**src/rtl/core/ppd_pkg.sv**
```systemverilog
// ----------------------------------------------------------------------------
// ppd_pkg - shared definitions for the pivot point detector
// Field widths, register indexes, reset values and the types that pass
// between the window cells, the evaluator and the top level.
// ----------------------------------------------------------------------------
package ppd_pkg;

	localparam int PPD_MAX_SIDE = 31;
	localparam int SAMPLE_W     = 32;
	localparam int CFG_W        = 5;
	localparam int CFG_IDX_W    = 2;

	localparam logic [CFG_IDX_W-1:0] REG_LEFT_SPAN  = 2'd0;
	localparam logic [CFG_IDX_W-1:0] REG_RIGHT_SPAN = 2'd1;
	localparam logic [CFG_IDX_W-1:0] REG_FIND_LOW   = 2'd2;

	localparam logic [CFG_W-1:0] LEFT_SPAN_RST  = 5'd2;
	localparam logic [CFG_W-1:0] RIGHT_SPAN_RST = 5'd2;

	// one window slot: valid flag and sample
	typedef struct packed {
		logic                       ok;
		logic signed [SAMPLE_W-1:0] value;
	} entry_t;

	typedef struct packed {
		logic main_we;    // take the upstream value into the window slot
		logic scan_load;  // copy the updated slot into the scan register
		logic scan_shift; // move the scan register one cell towards the head
	} cell_ctl_t;

endpackage

```
**src/rtl/core/ppd_cell.sv**
```systemverilog
// ----------------------------------------------------------------------------
// ppd_cell - one window slot
// Holds one stored sample, newest-first position fixed by its place in the
// row, plus a scan register that is loaded from the slot and then passed
// towards the head of the row one cell per cycle.
// ----------------------------------------------------------------------------
module ppd_cell (
	input  logic                clk,
	input  ppd_pkg::cell_ctl_t  ctl,
	input  ppd_pkg::entry_t     main_in,
	input  ppd_pkg::entry_t     scan_in,
	output ppd_pkg::entry_t     main_out,
	output ppd_pkg::entry_t     scan_out
);
	import ppd_pkg::*;

	entry_t main_q;
	entry_t scan_q;
	entry_t main_d;

	assign main_d = ctl.main_we ? main_in : main_q;

	always_ff @(posedge clk) begin
		main_q <= main_d;
		if (ctl.scan_load) begin
			scan_q <= main_d;
		end else if (ctl.scan_shift) begin
			scan_q <= scan_in;
		end
	end

	assign main_out = main_q;
	assign scan_out = scan_q;

endmodule

```
**config.mk**
```make
export PLATFORM = sky130hd
export DESIGN_NAME = ppd_cell
export DESIGN_NICKNAME = d
export VERILOG_FILES = /design/src/rtl/core/ppd_pkg.sv /design/src/rtl/core/ppd_cell.sv
export SDC_FILE = /design/constraint.sdc
export NUM_CORES = 1
export LEC_CHECK = 0
export BUFFER_PORTS_ARGS = -buffer_cell sky130_fd_sc_hd__buf_2
export CORE_MARGIN = 8
export CORE_UTILIZATION = 49
export DETAILED_ROUTE_END_ITERATION = 16
export HOLD_SLACK_MARGIN = 0.08
export PLACE_DENSITY = 0.85
export SETUP_SLACK_MARGIN = 0.2
export SYNTH_ARGS = -nofsm -noshare
export SYNTH_HDL_FRONTEND = slang
export SYNTH_SLANG_ARGS = --single-unit
```
**constraint.sdc**
```tcl
create_clock -name clk -period 2.4 [get_ports clk]
set_input_delay 0.24 -clock clk [delete_from_list [all_inputs] [get_ports clk]]
set_output_delay 0.24 -clock clk [all_outputs]
set_load 0.02 [all_outputs]
```
==> out/results.ini, run 1 <==
[status]
status = completed

[yosys]
yosys_warnings = 0
syn_area_sq_mm = 0.00272
synth_nets = 211
syn_inst = 141
ys_seq_elements = 66
synth_cell_types = 8
synth-seq-area-share_pct = 60.8
syn_area_per_cell_sq_um = 19.3

[sta]
relSlewSlack_pct = 68.2
worst_pin_slew_ns = 0.477
setup_viol = 0
hold_viol = 0
period_needed_ns = 1.41
min_period_over_period_pct = 58.6
setup_tns_ns = 0
rsz0062_at_grt = no
whs_ns = 0.152
fmax_ghz = 0.711
fin_worst_skew_ns = 0.00568
final-max-slew-violation-count = 0

[global_routing]
grt_overflow_total = 0
grtUsageTotal_pct = 15.7
grt_max_degree = 28
antenna_found_initial = 0
grt_pass1_vias = 2021
grt_pass1_wl_um = 10100

[job]
drv_cap = 0

[finish]
antenna_cells_inserted = 0
final_common_cell = buf_2
layout_common_cells = buf_2 (135), mux2_4 (60), dfxtp_1 (33), edfxtp_1 (33), clkbuf_8 (10)
nets = 353
final_cell_count_no_fill = 360
utilization_pct = 67.6
syn2layout_area_growth_pct = 35.4
drive_gt1_share_pct = 76.7
fillers = 411

[floorplan]
design.core.area_sq_mm = 0.00544
start_util_pct = 50.0
pin_count = 136
die_area_sq_mm = 0.00818
rows = 27
die_h_um = 90.5
die_x_um = 90.5

[detailed_routing]
first_iter_violations = 47
final_antenna_net_count = 0
viasPerCell = 4.69
finalWirelength_um = 6430
firstDrtPassIters = 4
num_vias = 1687
wl_per_cell_um = 17.9
post-route-drc-count = 0

[pwr]
comb_power_share_pct = 19.9
p_per_area_mw_per_mm2 = 802
p_leak_nw = 1.81
clkPwrFrac_pct = 34.0
p_seq_share_pct = 46.1
peakVddDrop_uv = 500
power_switching_uw = 739
internal_power_mw = 2.21
swShare_pct = 25.1

[clock_tree]
post-cts-setup-buffers = 0
clockBufferDepth = 2
cts_buffers = 9
cts_tree = done
cts_root_buffer = clkbuf_8
cts_resized = 0
ctsHtreeMaxLevel = 3
clkSlewWorstSetupHoldPaths_ns = 0.07
clock_latency_ns = 0.32
cts.sinks = 66
holdBufCountCts = 0

[setup_path]
critPathLaunchType = primary input
ff2ff_path_depth = 2
cp-end-kind = flop
path_max_fanout = 16
worstSetupPathType = in2reg
critPathRequiredTime_ns = 2.47
crit_arrival_ns = 1.48

[placement]
hpwl_um = 5050
portBuffers = 135
placedCellCount = 344
gp_congestion = 0.691

[worst_hold_path]
min_path_cells = 2
hp-class = in2reg

-- path summary, 6_finish.rpt --
path | end | slack [ns] | from
min reg2reg | main_out[26] | 0.50 | main_out[26]
min | main_out[7] | 0.15 | main_in[7]
max | scan_out[28] | 0.99 | ctl[2]
max reg2reg | scan_out[28] | 1.30 | main_out[28]
-- flip-flops by register name, indices dropped and copies added (netlist names) --
signal / flops
main_out: 33
scan_out: 33
-- critical path, stage by stage --
cell    delay (ns)
buf_2         0.39
buf_12        0.25
mux2_4        0.32
mux2_4        0.26
-- cell families (layout without fill, tap and decap cells) --
kind of cell / count (synthesis) / after routing / synth area share [%]
flip-flops: 66 / 66 / 60.8
buffers and inverters: 8 / 155 / 3.36
AND/OR/NAND/NOR: 1 / 1 / 0.230
multiplexers: 66 / 66 / 35.6
-- area by class of cell --
| type | instances | area, sq um | share of cell area [%] |
|---|---|---|---|
| flip-flops and latches | 66 | 1650 | 44.9 |
| multi-input cells | 67 | 975 | 26.5 |
| repair buffers | 139 | 743 | 20.2 |
| clock buffers | 11 | 141 | 3.84 |
| well taps | 72 | 90.1 | 2.45 |
| clock inverters | 5 | 77.6 | 2.11 |
-- Yosys cell counts (all sizes together) --
library cell  count  area (sq um)
or2               1          6.26
edfxtp           33           991
buf               8          91.3
dfxtp            33           661
mux2             66           968
-- per-stage QoR --
stage	setup slack, ns	area [sq um]	total power, mW
floorplan	0.832	2720	1.77
global placement	0.680	3460	1.96
detailed placement	0.654	3460	1.98
CTS	1.00	3680	2.98
global route	0.966	3680	3.07
finish	0.994	3680	2.95
-- layer usage --
metal / track usage (%) / wire length (um) / up-vias
met5: 0 / 0 / -
li1: - / - / 805
met3: 7.81 / 565 / 5
met1: 15.8 / 2540 / 800
met2: 27.1 / 3260 / 77
met4: 6.24 / 70 / 0
-- power groups by stage --
stage / Clock, mW / Sequential [mW] / Combinational (mW)
global placement: 0 / 1.38 / 0.579
floorplan: 0 / 1.53 / 0.232
global route: 1.08 / 1.37 / 0.620
finish: 1.00 / 1.36 / 0.586
CTS: 1.03 / 1.36 / 0.596
detailed placement: 0 / 1.38 / 0.595
Note: power is estimated with default switching activity, not from simulation.
==> run 2, diff against run 1 <==
--- a/config.mk
+++ b/config.mk
@@ -7,10 +7,10 @@
 export LEC_CHECK = 0
 export BUFFER_PORTS_ARGS = -buffer_cell sky130_fd_sc_hd__buf_2
 export CORE_MARGIN = 8
-export CORE_UTILIZATION = 49
+export CORE_UTILIZATION = 45
 export DETAILED_ROUTE_END_ITERATION = 16
 export HOLD_SLACK_MARGIN = 0.08
-export PLACE_DENSITY = 0.85
+export PLACE_DENSITY = 0.79
 export SETUP_SLACK_MARGIN = 0.2
 export SYNTH_ARGS = -nofsm -noshare
 export SYNTH_HDL_FRONTEND = slang
==> constraint.sdc (replaced) <==
create_clock -name clk -period 1.4 [get_ports clk]
set_input_delay 0.14 -clock clk [delete_from_list [all_inputs] [get_ports clk]]
set_output_delay 0.14 -clock clk [all_outputs]
set_load 0.02 [all_outputs]
==> run 2 against run 1 <==
Effect of this change: clock skew rose by 0.0041 ns; core utilization fell by 3.0 points; critical path depth did not move; final cell count rose by 3.9%; non-clock buffer count rose by 11; register-to-register slack got worse by 1.0 ns; hold slack got worse by 0.10 ns; sequential power rose by 71%; first-iteration DRC count rose by 15%; count of clock-buffer cells in the layout fell by 1; critical endpoint is now scan_out[2].
==> out/results.ini, run 2 (synthesis results as in run 1) <==
[status]
status = completed

[sta]
relSlewSlack_pct = 67.9
fin_worst_skew_ns = 0.00976
rsz0062_at_grt = no
min_period_over_period_pct = 86.4
period_needed_ns = 1.21
setup_viol = 0
final-max-slew-violation-count = 0
worst_pin_slew_ns = 0.482
whs_ns = 0.0486
setup_tns_ns = 0
hold_viol = 0
fmax_ghz = 0.826

[detailed_routing]
num_vias = 1750
final_antenna_net_count = 0
first_iter_violations = 54
firstDrtPassIters = 4
finalWirelength_um = 6600
viasPerCell = 4.68
wl_per_cell_um = 17.6
post-route-drc-count = 0

[global_routing]
grt_pass1_wl_um = 10400
antenna_found_initial = 0
grt_overflow_total = 0
grt_max_degree = 34
grt_pass1_vias = 2039
grtUsageTotal_pct = 15.4

[floorplan]
start_util_pct = 46.2
pin_count = 136
die_x_um = 93.7
die_h_um = 93.7
die_area_sq_mm = 0.00878
rows = 28
design.core.area_sq_mm = 0.00589

[placement]
portBuffers = 135
placedCellCount = 348
hpwl_um = 5000
gp_congestion = 0.762

[pwr]
power_mw = 4.95
peakVddDrop_uv = 611
p_leak_nw = 1.91
p_per_area_mw_per_mm2 = 1300

[setup_path]
crit_end = scan_out[2]
r2r_slack_ns = 0.29
critPathRequiredTime_ns = 1.48
cp-end-kind = flop
r2r_end = scan_out[12]
critPathLaunchType = primary input
path_max_fanout = 2
r2r_start = main_out[12]
ff2ff_path_depth = 2
startpoint = main_in[2]
crit_arrival_ns = 1.29
worstSetupPathType = in2reg

[finish]
layout_common_cells = buf_2 (135), mux2_4 (62), dfxtp_1 (33), edfxtp_1 (33), clkbuf_8 (10)
drive_gt1_share_pct = 74.6
final_common_cell = buf_2
syn2layout_area_growth_pct = 39.9
nets = 364
antenna_cells_inserted = 0
utilization_pct = 64.6
final_cell_count_no_fill = 374

[clock_tree]
clock_latency_ns = 0.33
post-cts-setup-buffers = 0
holdBufCountCts = 11
clkSlewWorstSetupHoldPaths_ns = 0.08
cts_buffers = 9
cts_root_buffer = clkbuf_8
cts.sinks = 66
cts_tree = done
clockBufferDepth = 2
ctsHtreeMaxLevel = 3

[worst_hold_path]
hp-class = in2reg
min_path_cells = 2

[job]
drv_cap = 0

run 2: cell count changes in the layout (fill, tap and decap cells not counted):
| cell | delta |
|---|---|
| buf_4 | +1 |
| bufinv_16 | -1 |
| clkbuf_1 | -1 |
| clkinv_2 | -1 |
| clkinv_4 | +1 |
| clkinvlp_4 | +2 |
| dlygate4sd3_1 | +3 |
| dlymetal6s4s_1 | +7 |
| mux2_2 | -2 |
| mux2_4 | +2 |
| or2_2 | -1 |
| or2_4 | +1 |
run 2: worst max-delay path, stage by stage:
cell           delay (ns)
dlygate4sd3_1        0.53
buf_2                0.12
mux2_4               0.25
mux2_4               0.25
run 2: where the power goes:
group          internal (mW)  switching [mW]  total [mW]
combinational          0.517           0.523        1.04
sequential              2.25          0.0799        2.33
clock                  0.869           0.703        1.57
run 2: worst min path at each step:
stage	startpoint	endpoint	slack (ns)
2_1_floorplan	main_in[10]	main_out[10]	0.29
3_3_place_gp	main_in[2]	main_out[2]	0.38
3_5_place_dp	main_in[10]	main_out[10]	0.38
4_1_cts	main_in[29]	main_out[29]	0.02
5_1_grt	main_in[29]	main_out[29]	0.03
6_report	main_in[29]	main_out[29]	0.05
run 2: through the flow:
step                      area, sq um  setup slack, ns
after global placement           3470           0.0540
after detailed placement         3470           0.0408
after floorplan                  2730            0.202
after global routing             3800            0.201
after CTS                        3790            0.200
final                            3800            0.190
run 2: final cells by class:
cell class              instances  area [sq um]
well taps                      75          93.8
multi-input cells              67           985
clock buffers                  10           138
repair buffers                150           868
fillers                       440          2080
clock inverters                 6          66.3
flip-flops and latches         66          1650
run 2: metal layers:
metal  global-route usage, %  routed length, um
met3                    7.27                812
met4                    8.06                130
met1                    15.9               2380
met2                    25.3               3280
met5                       0                  0
run 2: timing repair:
action,4_1_cts,5_1_grt
hold endpoints to repair,33,23
setup endpoints to repair,0,8
gates resized for setup,0,9
==> run 3, diff against run 2 <==
--- a/config.mk
+++ b/config.mk
@@ -6,11 +6,13 @@
 export NUM_CORES = 1
 export LEC_CHECK = 0
 export BUFFER_PORTS_ARGS = -buffer_cell sky130_fd_sc_hd__buf_2
+export CELL_PAD_IN_SITES_DETAIL_PLACEMENT = 1
+export CELL_PAD_IN_SITES_GLOBAL_PLACEMENT = 2
 export CORE_MARGIN = 8
-export CORE_UTILIZATION = 45
+export CORE_UTILIZATION = 30
 export DETAILED_ROUTE_END_ITERATION = 16
 export HOLD_SLACK_MARGIN = 0.08
-export PLACE_DENSITY = 0.79
+export PLACE_DENSITY_LB_ADDON = 0.1
 export SETUP_SLACK_MARGIN = 0.2
 export SYNTH_ARGS = -nofsm -noshare
 export SYNTH_HDL_FRONTEND = slang
==> constraint.sdc (replaced) <==
create_clock -name clk -period 1.4 [get_ports clk]
set_input_delay 0.28 -clock clk [delete_from_list [all_inputs] [get_ports clk]]
set_output_delay 0.28 -clock clk [all_outputs]
set_load 0.02 [all_outputs]
==> run 3 against run 2 <==
Effect of this change: clock power up 13%; non-clock buffer count is 9 lower; sequential power about the same; combinational power about the same; global-route usage is 3.9 points lower; count of clock-buffer cells in the layout increased by 1; via count fell by 2.9%; final cell count rose by 6.4%; hold slack gained 0.13 ns; clock skew decreased by 0.0020 ns; sequential cell count did not move; worst setup slack better by 0.043 ns; critical endpoint is now scan_out[25].
==> out/results.ini, run 3 (synthesis results as in run 1) <==
[placement]
hpwl_um = 5400
gp_congestion = 0.652
portBuffers = 135

[pwr]
power_switching_mw = 1.32
p_seq_share_pct = 45.3
swShare_pct = 25.7
p_leak_nw = 1.84
internal_power_mw = 3.83
comb_power_share_pct = 20.3
clkPwrFrac_pct = 34.4
p_per_area_mw_per_mm2 = 1360
peakVddDrop_uv = 498

[finish]
drive_gt1_share_pct = 76.9
fillers = 913
antenna_cells_inserted = 0
final_common_cell = buf_2
nets = 355
layout_common_cells = buf_2 (124), mux2_4 (60), dfxtp_1 (33), edfxtp_1 (33), buf_6 (11)
syn2layout_area_growth_pct = 39.7
utilization_pct = 43.3

[detailed_routing]
post-route-drc-count = 0
final_antenna_net_count = 0
num_vias = 1699
first_iter_violations = 25
viasPerCell = 4.27
finalWirelength_um = 7130
firstDrtPassIters = 3
wl_per_cell_um = 17.9

[clock_tree]
cts_root_buffer = clkbuf_8
clock_latency_ns = 0.33
clockBufferDepth = 2
ctsHtreeMaxLevel = 3
cts.sinks = 66
clkSlewWorstSetupHoldPaths_ns = 0.08
cts_tree = done
cts_buffers = 9
post-cts-setup-buffers = 0

[floorplan]
start_util_pct = 31.0
pin_count = 136
rows = 34
die_x_um = 111
die_h_um = 111
die_area_sq_mm = 0.0124
design.core.area_sq_mm = 0.00876

[sta]
relSlewSlack_pct = 65.1
fmax_ghz = 0.857
worst_pin_slew_ns = 0.523
period_needed_ns = 1.17
rsz0062_at_grt = yes
setup_viol = 0
hold_viol = 0
min_period_over_period_pct = 83.3
fin_worst_skew_ns = 0.00772
setup_tns_ns = 0
final-max-slew-violation-count = 0
whs_ns = 0.178

[job]
drv_cap = 0

[setup_path]
ff2ff_path_depth = 2
slowest_stage = edfxtp_1
path_cells = buf_6
worst-path-buf-inv = 1
critPathLaunchType = flop
path_max_fanout = 1
r2r_end = scan_out[25]
worstSetupPathType = reg2out
r2r_start = main_out[25]
cp-end-kind = output pin
critical-path-max-stage-delay_ns = 0.41
r2r_slack_ns = 0.30
crit_arrival_ns = 0.89
critPathTopFamily = flip-flops
critPathRequiredTime_ns = 1.12

[status]
status = completed

[global_routing]
grtUsageTotal_pct = 11.5
grt_pass1_wl_um = 11100
grt_overflow_total = 0
antenna_found_initial = 0
grt_pass1_vias = 1944
grt_max_degree = 34

[worst_hold_path]
min_path_cells = 2
hold_start = main_in[19]
hp-class = in2reg
whs_endpoint = main_out[19]

run 3: cell count changes in the layout (fill, tap and decap cells not counted), moves of 3 or more:
cell            previous run  this run
buf_6                      0        11
dlymetal6s4s_1             7         0
buf_2                    135       124
dlygate4sd3_1              3         0
run 3: cell type report:
type                       count  area [sq um]  share of cell area, %
clock inverter                 5          77.6                   2.04
sequential                    66          1650                   43.5
clock buffer                  11           141                   3.72
multi-input combinational     67           977                   25.7
timing repair buffer         141           815                   21.4
tap                          108           135                   3.56
run 3: power groups by stage:
stage | Clock [mW] | Sequential, mW | Combinational, mW
after floorplan | 0 | 2.63 | 0.405
final | 1.77 | 2.33 | 1.04
after global placement | 0 | 2.37 | 1.02
after global routing | 1.93 | 2.36 | 1.11
after CTS | 1.84 | 2.33 | 1.03
after detailed placement | 0 | 2.37 | 1.03
run 3: layer usage:
layer	share of wire (%)	vias up	GRT usage, %
li1	-	805	-
met1	41	810	12.4
met2	49	74	18.7
met3	9.0	10	6.11
met4	1.3	0	4.00
met5	0	-	0
run 3: metrics by stage:
stage	cell area (sq um)	instances	power (mW)	setup WS, ns
floorplan	2740	141	3.03	0.0670
global placement	3510	382	3.39	-0.0722
detailed placement	3510	382	3.39	-0.0897
CTS	3730	398	5.20	0.193
global route	3800	398	5.40	0.181
finish	3800	398	5.15	0.233
run 3: worst max path at each step:
stage	cells after the start	slack, ns	startpoint	endpoint
2_1_floorplan	4	0.07	ctl[2]	scan_out[22]
3_3_place_gp	4	-0.07	ctl[2]	scan_out[0]
3_5_place_dp	4	-0.09	ctl[2]	scan_out[31]
4_1_cts	1	0.19	scan_out[25]	scan_out[25]
5_1_grt	1	0.18	scan_out[25]	scan_out[25]
6_report	1	0.23	scan_out[25]	scan_out[25]
run 3: repair_timing:
action | 4_1_cts | 5_1_grt
hold buffers | 0 | 0
gates resized for setup | 2 | 21
endpoints found under the setup margin | 1 | 12
pin swaps | 0 | 0
