[src/rtl/core/ppd_pkg.sv]
// ----------------------------------------------------------------------------
// ppd_pkg - shared definitions for the pivot point detector
// Field widths, register indexes, reset values and the types that pass
// between the window cells, the evaluator and the top level.
// ----------------------------------------------------------------------------
package ppd_pkg;

	localparam int PPD_MAX_SIDE = 31;
	localparam int SAMPLE_W     = 32;
	localparam int CFG_W        = 5;
	localparam int CFG_IDX_W    = 2;

	localparam logic [CFG_IDX_W-1:0] REG_LEFT_SPAN  = 2'd0;
	localparam logic [CFG_IDX_W-1:0] REG_RIGHT_SPAN = 2'd1;
	localparam logic [CFG_IDX_W-1:0] REG_FIND_LOW   = 2'd2;

	localparam logic [CFG_W-1:0] LEFT_SPAN_RST  = 5'd2;
	localparam logic [CFG_W-1:0] RIGHT_SPAN_RST = 5'd2;

	// one window slot: valid flag and sample
	typedef struct packed {
		logic                       ok;
		logic signed [SAMPLE_W-1:0] value;
	} entry_t;

	typedef struct packed {
		logic main_we;    // take the upstream value into the window slot
		logic scan_load;  // copy the updated slot into the scan register
		logic scan_shift; // move the scan register one cell towards the head
	} cell_ctl_t;

endpackage

[src/rtl/core/ppd_eval.sv]
// ----------------------------------------------------------------------------
// ppd_eval - scan sequencer and pivot evaluator
// Watches the head of the scan row as positions go by newest first, keeps
// the extreme of the newer side, checks the candidate against it, then the
// older side against the candidate. Holds the result register.
// ----------------------------------------------------------------------------
module ppd_eval #(
	parameter int CNT_W = 6
) (
	input  logic                                clk,
	input  logic                                arst_n,
	input  logic                                start,
	input  logic [CNT_W-1:0]                    fill_n,
	input  logic [CNT_W-1:0]                    base,
	input  logic [CNT_W-1:0]                    cand_pos,
	input  logic                                span_ok,
	input  logic                                find_low,
	input  ppd_pkg::entry_t                     head,
	output logic                                in_ready,
	output logic                                scan_shift,
	output logic                                out_valid,
	input  logic                                out_ready,
	output logic                                out_found,
	output logic signed [ppd_pkg::SAMPLE_W-1:0] out_value
);
	import ppd_pkg::*;

	localparam logic [1:0] ST_IDLE = 2'd0;
	localparam logic [1:0] ST_SCAN = 2'd1;
	localparam logic [1:0] ST_HOLD = 2'd2;

	logic [1:0]                 state_q;
	logic [CNT_W-1:0]           t_q;
	logic [CNT_W-1:0]           last_q;
	logic [CNT_W-1:0]           base_q;
	logic [CNT_W-1:0]           cpos_q;
	logic                       ok_q;
	logic                       have_newer_q;
	logic signed [SAMPLE_W-1:0] ext_q;
	logic signed [SAMPLE_W-1:0] cand_q;
	logic                       out_valid_q;
	logic                       out_found_q;
	logic signed [SAMPLE_W-1:0] out_value_q;

	logic                       is_newer;
	logic                       is_cand;
	logic                       is_older;
	logic signed [SAMPLE_W-1:0] ref_v;
	logic                       better;
	logic                       step_ok;
	logic                       out_free;
	logic                       scanning;

	assign scanning = (state_q == ST_SCAN);
	assign is_cand  = (t_q == cpos_q);
	assign is_older = (t_q > cpos_q);
	assign is_newer = (t_q >= base_q) && (t_q < cpos_q);

	// one comparator: newer side and candidate against running extreme, older against candidate
	assign ref_v  = is_older ? cand_q : ext_q;
	assign better = find_low ? (head.value < ref_v) : (head.value > ref_v);

	always_comb begin
		step_ok = 1'b1;
		if (is_cand) begin
			step_ok = head.ok && (!have_newer_q || better);
		end else if (is_older) begin
			step_ok = head.ok && !better;
		end else if (is_newer) begin
			step_ok = head.ok;
		end
	end

	assign out_free = !out_valid_q || out_ready;

	always_ff @(posedge clk or negedge arst_n) begin
		if (!arst_n) begin
			state_q     <= ST_IDLE;
			out_valid_q <= 1'b0;
		end else begin
			case (state_q)
				ST_IDLE: begin
					if (start) begin
						state_q <= ST_SCAN;
					end
				end
				ST_SCAN: begin
					if (t_q == last_q) begin
						state_q <= ST_HOLD;
					end
				end
				ST_HOLD: begin
					if (out_free) begin
						state_q <= ST_IDLE;
					end
				end
				default: begin
					state_q <= ST_IDLE;
				end
			endcase
			if ((state_q == ST_HOLD) && out_free) begin
				out_valid_q <= 1'b1;
			end else if (out_ready) begin
				out_valid_q <= 1'b0;
			end
		end
	end

	always_ff @(posedge clk) begin
		if ((state_q == ST_IDLE) && start) begin
			t_q          <= '0;
			last_q       <= fill_n - 1'b1;
			base_q       <= base;
			cpos_q       <= cand_pos;
			ok_q         <= span_ok;
			have_newer_q <= 1'b0;
		end else if (scanning) begin
			t_q  <= CNT_W'(t_q + 1'b1);
			ok_q <= ok_q && step_ok;
			if (is_cand) begin
				cand_q <= head.value;
			end
			if (is_newer && (!have_newer_q || better)) begin
				ext_q        <= head.value;
				have_newer_q <= 1'b1;
			end
		end
		if ((state_q == ST_HOLD) && out_free) begin
			out_found_q <= ok_q;
			out_value_q <= ok_q ? cand_q : '0;
		end
	end

	assign in_ready   = (state_q == ST_IDLE);
	assign scan_shift = scanning;
	assign out_valid  = out_valid_q;
	assign out_found  = out_found_q;
	assign out_value  = out_value_q;

endmodule

[config.mk]
export PLATFORM = sky130hd
export DESIGN_NAME = ppd_eval
export DESIGN_NICKNAME = d
export VERILOG_FILES = /design/src/rtl/core/ppd_pkg.sv /design/src/rtl/core/ppd_eval.sv
export SDC_FILE = /design/constraint.sdc
export NUM_CORES = 1
export LEC_CHECK = 0
export BUFFER_PORTS_ARGS = -buffer_cell sky130_fd_sc_hd__buf_4
export CAP_MARGIN = 20
export CORE_MARGIN = 4
export CORE_UTILIZATION = 55
export CTS_CLUSTER_SIZE = 30
export DETAILED_ROUTE_END_ITERATION = 6
export PLACE_DENSITY = 0.78
export SETUP_SLACK_MARGIN = 0.4
export SLEW_MARGIN = 10
export SYNTH_ARGS = -nofsm -noshare
export SYNTH_HDL_FRONTEND = slang
export SYNTH_SLANG_ARGS = --single-unit
[constraint.sdc]
create_clock -name clk -period 5.9 [get_ports clk]
set_clock_uncertainty 0.05 [all_clocks]
set_input_delay 0.885 -clock clk [delete_from_list [all_inputs] [get_ports clk]]
set_output_delay 0.885 -clock clk [all_outputs]
set_load 0.1 [all_outputs]
==> impl_metrics.ini, run 1 <==
[finish]
most-common-layout-cells = sky130_fd_sc_hd__edfxtp_1 (116), sky130_fd_sc_hd__buf_4 (97), sky130_fd_sc_hd__ha_1 (46), sky130_fd_sc_hd__and2_1 (33), sky130_fd_sc_hd__mux2i_1 (32)
antenna_cells = 0
layout_nets = 604
mostFrequentLayoutCell = sky130_fd_sc_hd__edfxtp_1
layout-drive-gt1-share_pct = 26.1
areaGrowthSynthToFinish_pct = 26.6
layout.cells.non_filler = 647
layout.filler_cells = 656

[clock_tree]
htree_levels = 4
cts_post_setup_buffers_inserted = 0
clkTransAtPathRegs_ps = 60
cts_tree = built
cts_inserted_buffers = 17
cts.root.buffer_cell = sky130_fd_sc_hd__clkbuf_8
cts_buffer_depth = 2
clock_latency_ps = 510
tritoncts_sink_count = 126

[worst_setup_path]
critical_path.reg2reg.startpoint = t_q[1]$_SDFFE_PP0P_
setup.worst_path.end_class = register
critPathKind = register to register
timing.critical_path.required_ps = 6050
worst_setup_path_startpoint = t_q[1]$_SDFFE_PP0P_
timing.critical_path.fanout_max = 25
timing.reg2reg.worst_path_depth = 16
crit_path_arrival_time_ps = 5230
r2r_end = ext_q[27]$_DFFE_PP_
critPathLaunchType = register
rrSetupSlack_ps = 820

[sta]
finalSetupViolations = 0
rsz0062_at_grt = no
period_share_pct = 86.0
timing_worst_slew_pin_value_ps = 910
timing.setup.tns_ps = 0
peak_freq_ghz = 0.197
maxSlewHeadroom_pct = 39.3
final_report_hold_violation_count = 0
post-route-min-period_ps = 5080
final-max-slew-violation-count = 0

[power_and_ir_drop]
switching_power_mw = 0.880
power_switching_share_pct = 28.9
peak_vdd_ir_uv = 286
pwr-share-comb_pct = 25.1
sequentialPowerShare_pct = 39.5
power-per-cell-area_nw_per_um2 = 423
cellLeakagePower_nw = 2.85
p_int_mw = 2.17
clock_power_share_pct = 35.4

[global_routing]
grt_start_max_net_pins = 35
grt_overflow = 0
globalRouteTotalUtil_pct = 19.4
grt_first_pass_wirelength_mm = 17.4
number_of_global_route_vias_before_repair = 3602
antenna_found_initial = 0

[placed_design]
place.detailed.hpwl_mm = 7.59
globalplace.congestion = 0.820
dp_cells = 615
portBuffers = 92

[run]
number_of_max_cap_violations = 0

[drt]
vias_per_cell = 5.40
detailroute.via_count = 3492
antenna_left = 0
wl_per_cell_um = 16.4
drc = 0
drt_wl_total_mm = 10.6
initialDrtViolationCount = 121
drt-pass1-iter-count = 5

[die]
fp.dieArea_um2 = 12000
die_y_um = 110
die_x_um = 110
placement_rows = 36
initial_core_util_pct = 57.4
design.portCount = 93
fp.coreArea_um2 = 9910

[hold_path]
holdCritPathClass = input pin to asynchronous set/reset pin

[logic_synthesis]
syn_inst = 391
fraction_of_the_yosys_area_taken_by_sequential_cells_pct = 65.0
yosys_most_used_dff = sky130_fd_sc_hd__edfxtp_1
syn_nets = 494
synth.distinct_cells = 45
synth_area_um2 = 5690
ys_async_sr_fraction_pct = 2.38
synth_area_per_cell_um2 = 14.5
synth_edf_count = 116
synth-warning-count = 0
synth_seq_cells = 126

[status]
outcome = finished, final reports clean
## layout make-up
cell class	instances	area (um2)	share of cell area, %
clock buffer	18	418	5.80
clock inverter	14	198	2.74
inverter	19	71.3	0.990
multi-input combinational	240	1920	26.7
sequential	126	3700	51.4
tap	133	166	2.31
timing repair buffer	97	728	10.1
## how the worst max path moves through the flow
stage          cells after the start  slack, ps                  end
2_1_floorplan                     16        620   ext_q[0]$_DFFE_PP_
3_3_place_gp                      16        800  ext_q[26]$_DFFE_PP_
3_5_place_dp                      16        670  ext_q[28]$_DFFE_PP_
4_1_cts                           16        590  ext_q[27]$_DFFE_PP_
5_1_grt                           17        410  ext_q[28]$_DFFE_PP_
6_report                          16        820  ext_q[27]$_DFFE_PP_
## synthesized netlist by cell type (2+ instances only)
cell type                    n  share of area [%]
sky130_fd_sc_hd__edfxtp_1  116                 61
sky130_fd_sc_hd__ha_1       46                 10
sky130_fd_sc_hd__and2_1     33                3.6
sky130_fd_sc_hd__mux2i_1    32                5.6
sky130_fd_sc_hd__nand2_1    21                1.4
sky130_fd_sc_hd__a21oi_1    18                1.6
sky130_fd_sc_hd__inv_1      18                1.2
sky130_fd_sc_hd__nor2_1     12               0.79
sky130_fd_sc_hd__xor2_1      9                1.4
sky130_fd_sc_hd__nand4_1     8               0.88
sky130_fd_sc_hd__dfxtp_1     7                2.5
sky130_fd_sc_hd__xnor2_1     7                1.1
sky130_fd_sc_hd__nor3_1      5               0.44
sky130_fd_sc_hd__o21a_1      5               0.66
sky130_fd_sc_hd__o21ai_0     5               0.44
sky130_fd_sc_hd__nand2b_1    4               0.44
sky130_fd_sc_hd__a211oi_1    3               0.40
sky130_fd_sc_hd__buf_2       3               0.26
sky130_fd_sc_hd__clkbuf_1    3               0.20
sky130_fd_sc_hd__dfrtp_1     3                1.3
sky130_fd_sc_hd__nor2b_1     3               0.33
sky130_fd_sc_hd__a21boi_1    2               0.26
sky130_fd_sc_hd__a21o_1      2               0.26
sky130_fd_sc_hd__and3_1      2               0.22
sky130_fd_sc_hd__nand3_1     2               0.18
sky130_fd_sc_hd__nor3b_1     2               0.26
sky130_fd_sc_hd__o211ai_1    2               0.26
## power groups by stage
stage          Sequential (mW)  Combinational [mW]  Clock [mW]
2_1_floorplan             1.21               0.558           0
3_3_place_gp              1.22               0.730           0
3_5_place_dp              1.22               0.755           0
4_1_cts                   1.20               0.774        1.09
5_1_grt                   1.22               0.862        1.14
6_report                  1.20               0.766        1.08
## registers in the layout, summed over array words and instances, names as in the netlist
name and flops:
have_newer_q 1, base_q 6, cpos_q 6, ext_q 32, out_valid 1, cand_q 32, out_found 1, last_q 6
t_q 6, state_q 2, ok_q 1, out_value 32
## logic make-up (layout without fill, tap and decap cells)
kind of cell / count (synthesis) / after routing / synth area share (%)
AO/OA/AOI/OAI: 48 / 48 / 5.50
multiplexers: 33 / 33 / 5.83
flip-flops: 126 / 126 / 65.0
AND/OR/NAND/NOR: 97 / 97 / 9.33
buffers and inverters: 25 / 148 / 1.72
XOR/XNOR: 16 / 16 / 2.46
adder cells (fa/ha/maj): 46 / 46 / 10.1
## what timing repair did
item,CTS,global route
hold buffers,0,0
resized for setup,0,1
setup endpoints to repair,0,16
endpoints found under the hold margin,0,0
## per-layer routing
layer,vias to the layer above,track usage [%],part of all wire [%]
li1,1690,-,-
met1,1660,24.1,40
met2,133,32.8,51
met3,9,5.28,7.5
met4,0,7.03,0.95
met5,-,0,0
## critical path, stage by stage, from the launching register on
cell and delay, ps:
sky130_fd_sc_hd__dfxtp_1 450, sky130_fd_sc_hd__ha_1 280, sky130_fd_sc_hd__nor2b_1 130, sky130_fd_sc_hd__o21a_1 160
sky130_fd_sc_hd__o21a_1 180, sky130_fd_sc_hd__o21ai_1 250, sky130_fd_sc_hd__nand2_4 320, sky130_fd_sc_hd__mux2i_1 200
sky130_fd_sc_hd__ha_1 380, sky130_fd_sc_hd__nand4_1 130, sky130_fd_sc_hd__nor3_1 460, sky130_fd_sc_hd__and3_1 290
sky130_fd_sc_hd__o31a_1 160, sky130_fd_sc_hd__a2111oi_0 60, sky130_fd_sc_hd__a311o_1 420, sky130_fd_sc_hd__a21boi_4 540
sky130_fd_sc_hd__buf_4 310
## stage by stage
stage / hold WS [ps] / utilization, % / area, um2 / power [mW] / setup slack [ps]
2_1_floorplan: 413 / - / 5690 / 1.76 / 619
3_3_place_gp: 465 / 66.4 / 6580 / 1.95 / 803
3_5_place_dp: 488 / 66.4 / 6580 / 1.98 / 671
4_1_cts: 82.9 / 72.6 / 7200 / 3.07 / 586
5_1_grt: 80.1 / 72.7 / 7200 / 3.22 / 413
6_report: 101 / 72.7 / 7200 / 3.05 / 825
(Power assumes the default switching activity.)
==> run 2, diff against run 1 <==
--- a/config.mk
+++ b/config.mk
@@ -12,5 +12,5 @@
 export CTS_CLUSTER_SIZE = 30
 export DETAILED_ROUTE_END_ITERATION = 6
-export PLACE_DENSITY = 0.78
+export PLACE_DENSITY_LB_ADDON = 0.12
 export SETUP_SLACK_MARGIN = 0.4
 export SLEW_MARGIN = 10
==> constraint.sdc (replaced) <==
create_clock -name clk -period 5.9 [get_ports clk]
set_clock_uncertainty 0.05 [all_clocks]
set_input_delay 0.295 -clock clk [delete_from_list [all_inputs] [get_ports clk]]
set_output_delay 0.295 -clock clk [all_outputs]
set_load 0.1 [all_outputs]
==> run 2 against run 1 <==
Compared with the run above:
- via count grew 3.9%
- cell count grew 7.0%
- sequential share of layout area shrank 2.8 points
- register-to-register slack gained 120 ps
- sequential cell count is the same
- total power shrank 1.1%
- critical endpoint is now ext_q[30]$_DFFE_PP_
==> impl_metrics.ini, run 2 (synthesis results as in run 1) <==
[status]
outcome = finished, final reports clean

[clock_tree]
cts_inserted_buffers = 17
tritoncts_sink_count = 126
cts_post_setup_buffers_inserted = 0
cts_resized = 0
cts_buffer_depth = 2
cts.root.buffer_cell = sky130_fd_sc_hd__clkbuf_8
cts_tree = built
clkTransAtPathRegs_ps = 60
clock_latency_ps = 520
htree_levels = 4
hold_buffers = 45

[finish]
antenna_cells = 0
areaGrowthSynthToFinish_pct = 33.9
layout.cells.non_filler = 692
layout-drive-gt1-share_pct = 24.5
multi_input_area_um2 = 1920
most-common-layout-cells = sky130_fd_sc_hd__edfxtp_1 (116), sky130_fd_sc_hd__buf_4 (97), sky130_fd_sc_hd__ha_1 (46), sky130_fd_sc_hd__dlygate4sd3_1 (45), sky130_fd_sc_hd__and2_1 (33)
layout_nets = 649
seqCellArea_um2 = 3700
layout.filler_cells = 626
mostFrequentLayoutCell = sky130_fd_sc_hd__edfxtp_1

[global_routing]
globalRouteTotalUtil_pct = 21.3
number_of_global_route_vias_before_repair = 3886
grt_first_pass_wirelength_mm = 19.1
grt_overflow = 0
grt_start_max_net_pins = 35
antenna_found_initial = 0

[drt]
initialDrtViolationCount = 167
vias_per_cell = 5.24
drc = 0
antenna_left = 0
detailroute.via_count = 3628
drt_wl_total_mm = 11.8
wl_per_cell_um = 17.0
drt-pass1-iter-count = 4

[worst_setup_path]
timing.critical_path.fanout_max = 17
cpMaxStageDelayCell = sky130_fd_sc_hd__dfxtp_1
critPathKind = register to register
cp_slowest_stage_delay_ps = 460
critPathLaunchType = register
setup.worst_path.end_class = register
timing.critical_path.required_ps = 6050
path_cells = ha_1 > nor2b_1 > o21a_1 > o21a_1 > o21ai_1 > nand2_2 > buf_4 > mux2i_1 > ha_1 > nand4_1 > nor3_1 > and3_1 > o31a_1 > a2111oi_0 > a311o_1 > a21boi_4 > buf_4
crit_path_arrival_time_ps = 5100

[sta]
period_share_pct = 84.0
finalSetupViolations = 0
peak_freq_ghz = 0.202
rsz0062_at_grt = no
post-route-min-period_ps = 4960
final_report_hold_violation_count = 0
worst_setup_margin_ps = 944
maxSlewHeadroom_pct = 33.1
timing.setup.tns_ps = 0
final-max-slew-violation-count = 0
timing_worst_slew_pin_value_ps = 1000

[placed_design]
globalplace.congestion = 0.817
dp_cells = 614
place.detailed.hpwl_mm = 7.73
portBuffers = 92
setup_slack_placement_ps = 1010

[die]
die_x_um = 110
initial_core_util_pct = 57.4
die_y_um = 110
fp.dieArea_um2 = 12000
placement_rows = 36
design.portCount = 93
fp.coreArea_um2 = 9910

[hold_path]
holdCritPathClass = input pin to register

[power_and_ir_drop]
cellLeakagePower_nw = 3.00
peak_vdd_ir_uv = 209
power-per-cell-area_nw_per_um2 = 396

[run]
number_of_max_cap_violations = 0
[run 2: through the flow]
stage	area (um2)	power, mW	util (%)	hold WS, ps
after floorplan	5690	1.76	-	-50.6
after global placement	6570	1.95	66.3	36.1
after detailed placement	6570	1.99	66.3	37.2
after CTS	7610	3.03	76.8	4.07
after global routing	7610	3.18	76.8	9.90
final	7610	3.01	76.8	21.6
[run 2: final timing paths]
path	from	endpoint	slack, ps	cells after the start
max	t_q[1]$_SDFFE_PP0P_	ext_q[30]$_DFFE_PP_	940	17
min in group asynchronous	arst_n	out_valid$_DFFE_PN0P_	60	2
max reg2reg	t_q[1]$_SDFFE_PP0P_	ext_q[30]$_DFFE_PP_	940	17
min	fill_n[0]	last_q[0]$_DFFE_PP_	20	2
max in group asynchronous	arst_n	state_q[0]$_DFFE_PN0P_	5650	2
min reg2reg	out_valid$_DFFE_PN0P_	out_valid$_DFFE_PN0P_	490	2
[run 2: area by class of cell]
class | count | share of cell area (%)
sequential | 126 | 48.6
clock buffer | 19 | 5.80
multi-input combinational | 240 | 25.2
clock inverter | 13 | 1.84
tap | 133 | 2.19
timing repair buffer | 142 | 15.5
inverter | 19 | 0.937
[run 2: where the power goes]
group | total (mW) | leakage (nW) | switching (mW) | internal [mW]
Clock | 1.00 | 0.266 | 0.379 | 0.622
Combinational | 0.804 | 1.58 | 0.458 | 0.347
Sequential | 1.21 | 1.15 | 0.0900 | 1.12
[run 2: worst max-delay path: cells and delay by family (launching register included)]
family	cells	cell delay [ps]
DFF	1	460
AOI/OAI and AO/OA	7	1380
adders and majority gates	2	640
and+or+nand+nor	5	1260
buffers and inverters	2	660
muxes	1	160
[run 2: per-layer routing]
metal / share of wire (%) / up-vias / track usage, %
met3: 4.8 / 16 / 6.17
met5: 0 / - / 0
met4: 1.3 / 0 / 6.77
met2: 51 / 95 / 36.9
met1: 42 / 1744 / 25.8
li1: - / 1773 / -
==> run 3, diff against run 2 <==
clock period = 4.6 ns   (was 5.9 ns; I/O delays follow)
==> run 3 against run 2 <==
Compared with the run above:
- global-route usage down 0.29 points
- sequential power grew 28%
- register-to-register slack got worse by 500 ps
- combinational power is 38% higher
- routed wire length grew 2.0%
- maximum frequency grew 19%
- critical path depth did not move
- setup slack lost 500 ps
- clock-buffer cell count fell by 1
- non-clock buffer count is 9 higher
- cell count increased by 1.3%
- first-iteration DRC count rose by 27%
==> impl_metrics.ini, run 3 (synthesis results as in run 1) <==
[finish]
layout.filler_cells = 568
antenna_cells = 0
layout_nets = 658
multi_input_area_um2 = 1950
mostFrequentLayoutCell = sky130_fd_sc_hd__edfxtp_1
most-common-layout-cells = sky130_fd_sc_hd__edfxtp_1 (116), sky130_fd_sc_hd__buf_4 (94), sky130_fd_sc_hd__dlygate4sd3_1 (53), sky130_fd_sc_hd__ha_1 (46), sky130_fd_sc_hd__and2_1 (33)
layout-drive-gt1-share_pct = 26.1
seqCellArea_um2 = 3700
areaGrowthSynthToFinish_pct = 37.4

[clock_tree]
cts.root.buffer_cell = sky130_fd_sc_hd__clkbuf_8
htree_levels = 4
cts_inserted_buffers = 17
cts_buffer_depth = 2
tritoncts_sink_count = 126
cts_tree = built
clkTransAtPathRegs_ps = 60
clock_latency_ps = 520
cts_post_setup_buffers_inserted = 0

[worst_setup_path]
critical_path_buf_inv_count = 2
critPathKind = register to register
path_cells = ha_1 > nor2b_1 > o21a_1 > o21a_1 > o21ai_2 > nand2_2 > bufbuf_16 > mux2i_1 > ha_1 > nand2_1 > nor4_4 > and3_4 > o31a_1 > a2111oi_2 > a311o_1 > a21boi_4 > buf_12
cp_slowest_stage_delay_ps = 360
worst_path_dominant_cell_family = compound AO/OA/AOI/OAI gates
timing.critical_path.required_ps = 4770
setup.worst_path.end_class = register
cpMaxStageDelayCell = sky130_fd_sc_hd__dfxtp_2
critPathLaunchType = register
timing.critical_path.fanout_max = 16
crit_path_arrival_time_ps = 4330

[power_and_ir_drop]
switching_power_mw = 1.21
pwr-share-comb_pct = 27.9
clock_power_share_pct = 33.3
sequentialPowerShare_pct = 38.9
power-per-cell-area_nw_per_um2 = 510
power_switching_share_pct = 30.3
p_int_mw = 2.78
fin_total_pwr_mw = 3.99
peak_vdd_ir_uv = 320
cellLeakagePower_nw = 3.08

[status]
outcome = finished, final reports clean

[die]
fp.coreArea_um2 = 9910
design.portCount = 93
die_x_um = 110
placement_rows = 36
fp.dieArea_um2 = 12000
initial_core_util_pct = 57.4
die_y_um = 110

[drt]
initialDrtViolationCount = 212
detailroute.via_count = 3701
antenna_left = 0
drt_wl_total_mm = 12.0
wl_per_cell_um = 17.1
drc = 0
vias_per_cell = 5.28
drt-pass1-iter-count = 5

[sta]
maxSlewHeadroom_pct = 33.5
rsz0062_at_grt = yes
period_share_pct = 90.4
finalSetupViolations = 0
timing.setup.tns_ps = 0
timing_worst_slew_pin_value_ps = 997
final-max-slew-violation-count = 0
post-route-min-period_ps = 4160
peak_freq_ghz = 0.240
final_report_hold_violation_count = 0

[placed_design]
globalplace.congestion = 0.810
portBuffers = 92
place.detailed.hpwl_mm = 7.58

[global_routing]
grt_first_pass_wirelength_mm = 18.7
grt_start_max_net_pins = 35
grt_overflow = 0
globalRouteTotalUtil_pct = 21.1
number_of_global_route_vias_before_repair = 3812
antenna_found_initial = 0

[hold_path]
holdCritPathClass = input pin to register

[run]
number_of_max_cap_violations = 0
run 3: changes by cell type in the layout (fill, tap and decap cells not counted), sizes merged:
cell,delta
dlygate4sd3,+8
bufbuf,+1
clkbuf,-1
bufinv,+1
run 3: area by class of cell:
class,count,share of cell area [%]
flip-flops and latches,126,47.4
multi-input cells,240,24.9
repair buffers,151,17.0
clock buffers,18,5.48
clock inverters,14,2.15
well taps,133,2.13
inverters,19,0.913
run 3: metal layers:
metal	wire length, um	vias to the layer above	global-route usage, %
li1	-	1798	-
met1	5110	1771	26.4
met2	6060	116	35.5
met3	670	16	6.11
met4	177	0	6.50
met5	0	-	0
run 3: path summary, 6_finish.rpt:
path / to / depth (start not counted) / from / slack [ps]
worst max-delay path: ext_q[31]$_DFFE_PP_ / 17 / t_q[1]$_SDFFE_PP0P_ / 440
worst min register to register: t_q[1]$_SDFFE_PP0P_ / 2 / t_q[1]$_SDFFE_PP0P_ / 470
worst min-delay path: ok_q$_DFFE_PP_ / 3 / head[32] / 70
max in group asynchronous: state_q[0]$_DFFE_PN0P_ / 3 / arst_n / 3770
worst max register to register: ext_q[31]$_DFFE_PP_ / 17 / t_q[1]$_SDFFE_PP0P_ / 440
min in group asynchronous: out_valid$_DFFE_PN0P_ / 3 / arst_n / 560
run 3: power groups by stage:
stage | Clock (mW) | Sequential (mW) | Combinational (mW)
finish | 1.33 | 1.55 | 1.11
global route | 1.40 | 1.57 | 1.22
CTS | 1.34 | 1.55 | 1.08
detailed placement | 0 | 1.57 | 0.981
global placement | 0 | 1.56 | 0.946
floorplan | 0 | 1.55 | 0.733
run 3: timing repair:
action | 4_1_cts | 5_1_grt
gates resized for setup | 3 | 14
endpoints found under the setup margin | 32 | 33
cloned | 1 | 0
pin swaps | 0 | 3
hold buffers | 53 | 0
endpoints found under the hold margin | 86 | 0
run 3: stage by stage:
stage	util (%)	hold WS (ps)	setup slack (ps)	cell area, um2	cells
2_1_floorplan	-	-116	401	5710	391
3_3_place_gp	66.6	-28.4	465	6600	615
3_5_place_dp	66.6	-24.6	362	6600	615
4_1_cts	78.3	55.6	413	7760	701
5_1_grt	78.9	77.0	235	7810	701
6_report	78.9	71.1	442	7810	701
run 3: worst register-to-register path, stage by stage (launching register included):
cell and delay, ps:
sky130_fd_sc_hd__dfxtp_2 360, sky130_fd_sc_hd__ha_1 320, sky130_fd_sc_hd__nor2b_1 140, sky130_fd_sc_hd__o21a_1 160, sky130_fd_sc_hd__o21a_1 190, sky130_fd_sc_hd__o21ai_2 150
sky130_fd_sc_hd__nand2_2 110, sky130_fd_sc_hd__bufbuf_16 320, sky130_fd_sc_hd__mux2i_1 130, sky130_fd_sc_hd__ha_1 290, sky130_fd_sc_hd__nand2_1 90, sky130_fd_sc_hd__nor4_4 340
sky130_fd_sc_hd__and3_4 240, sky130_fd_sc_hd__o31a_1 150, sky130_fd_sc_hd__a2111oi_2 40, sky130_fd_sc_hd__a311o_1 350, sky130_fd_sc_hd__a21boi_4 240, sky130_fd_sc_hd__buf_12 180
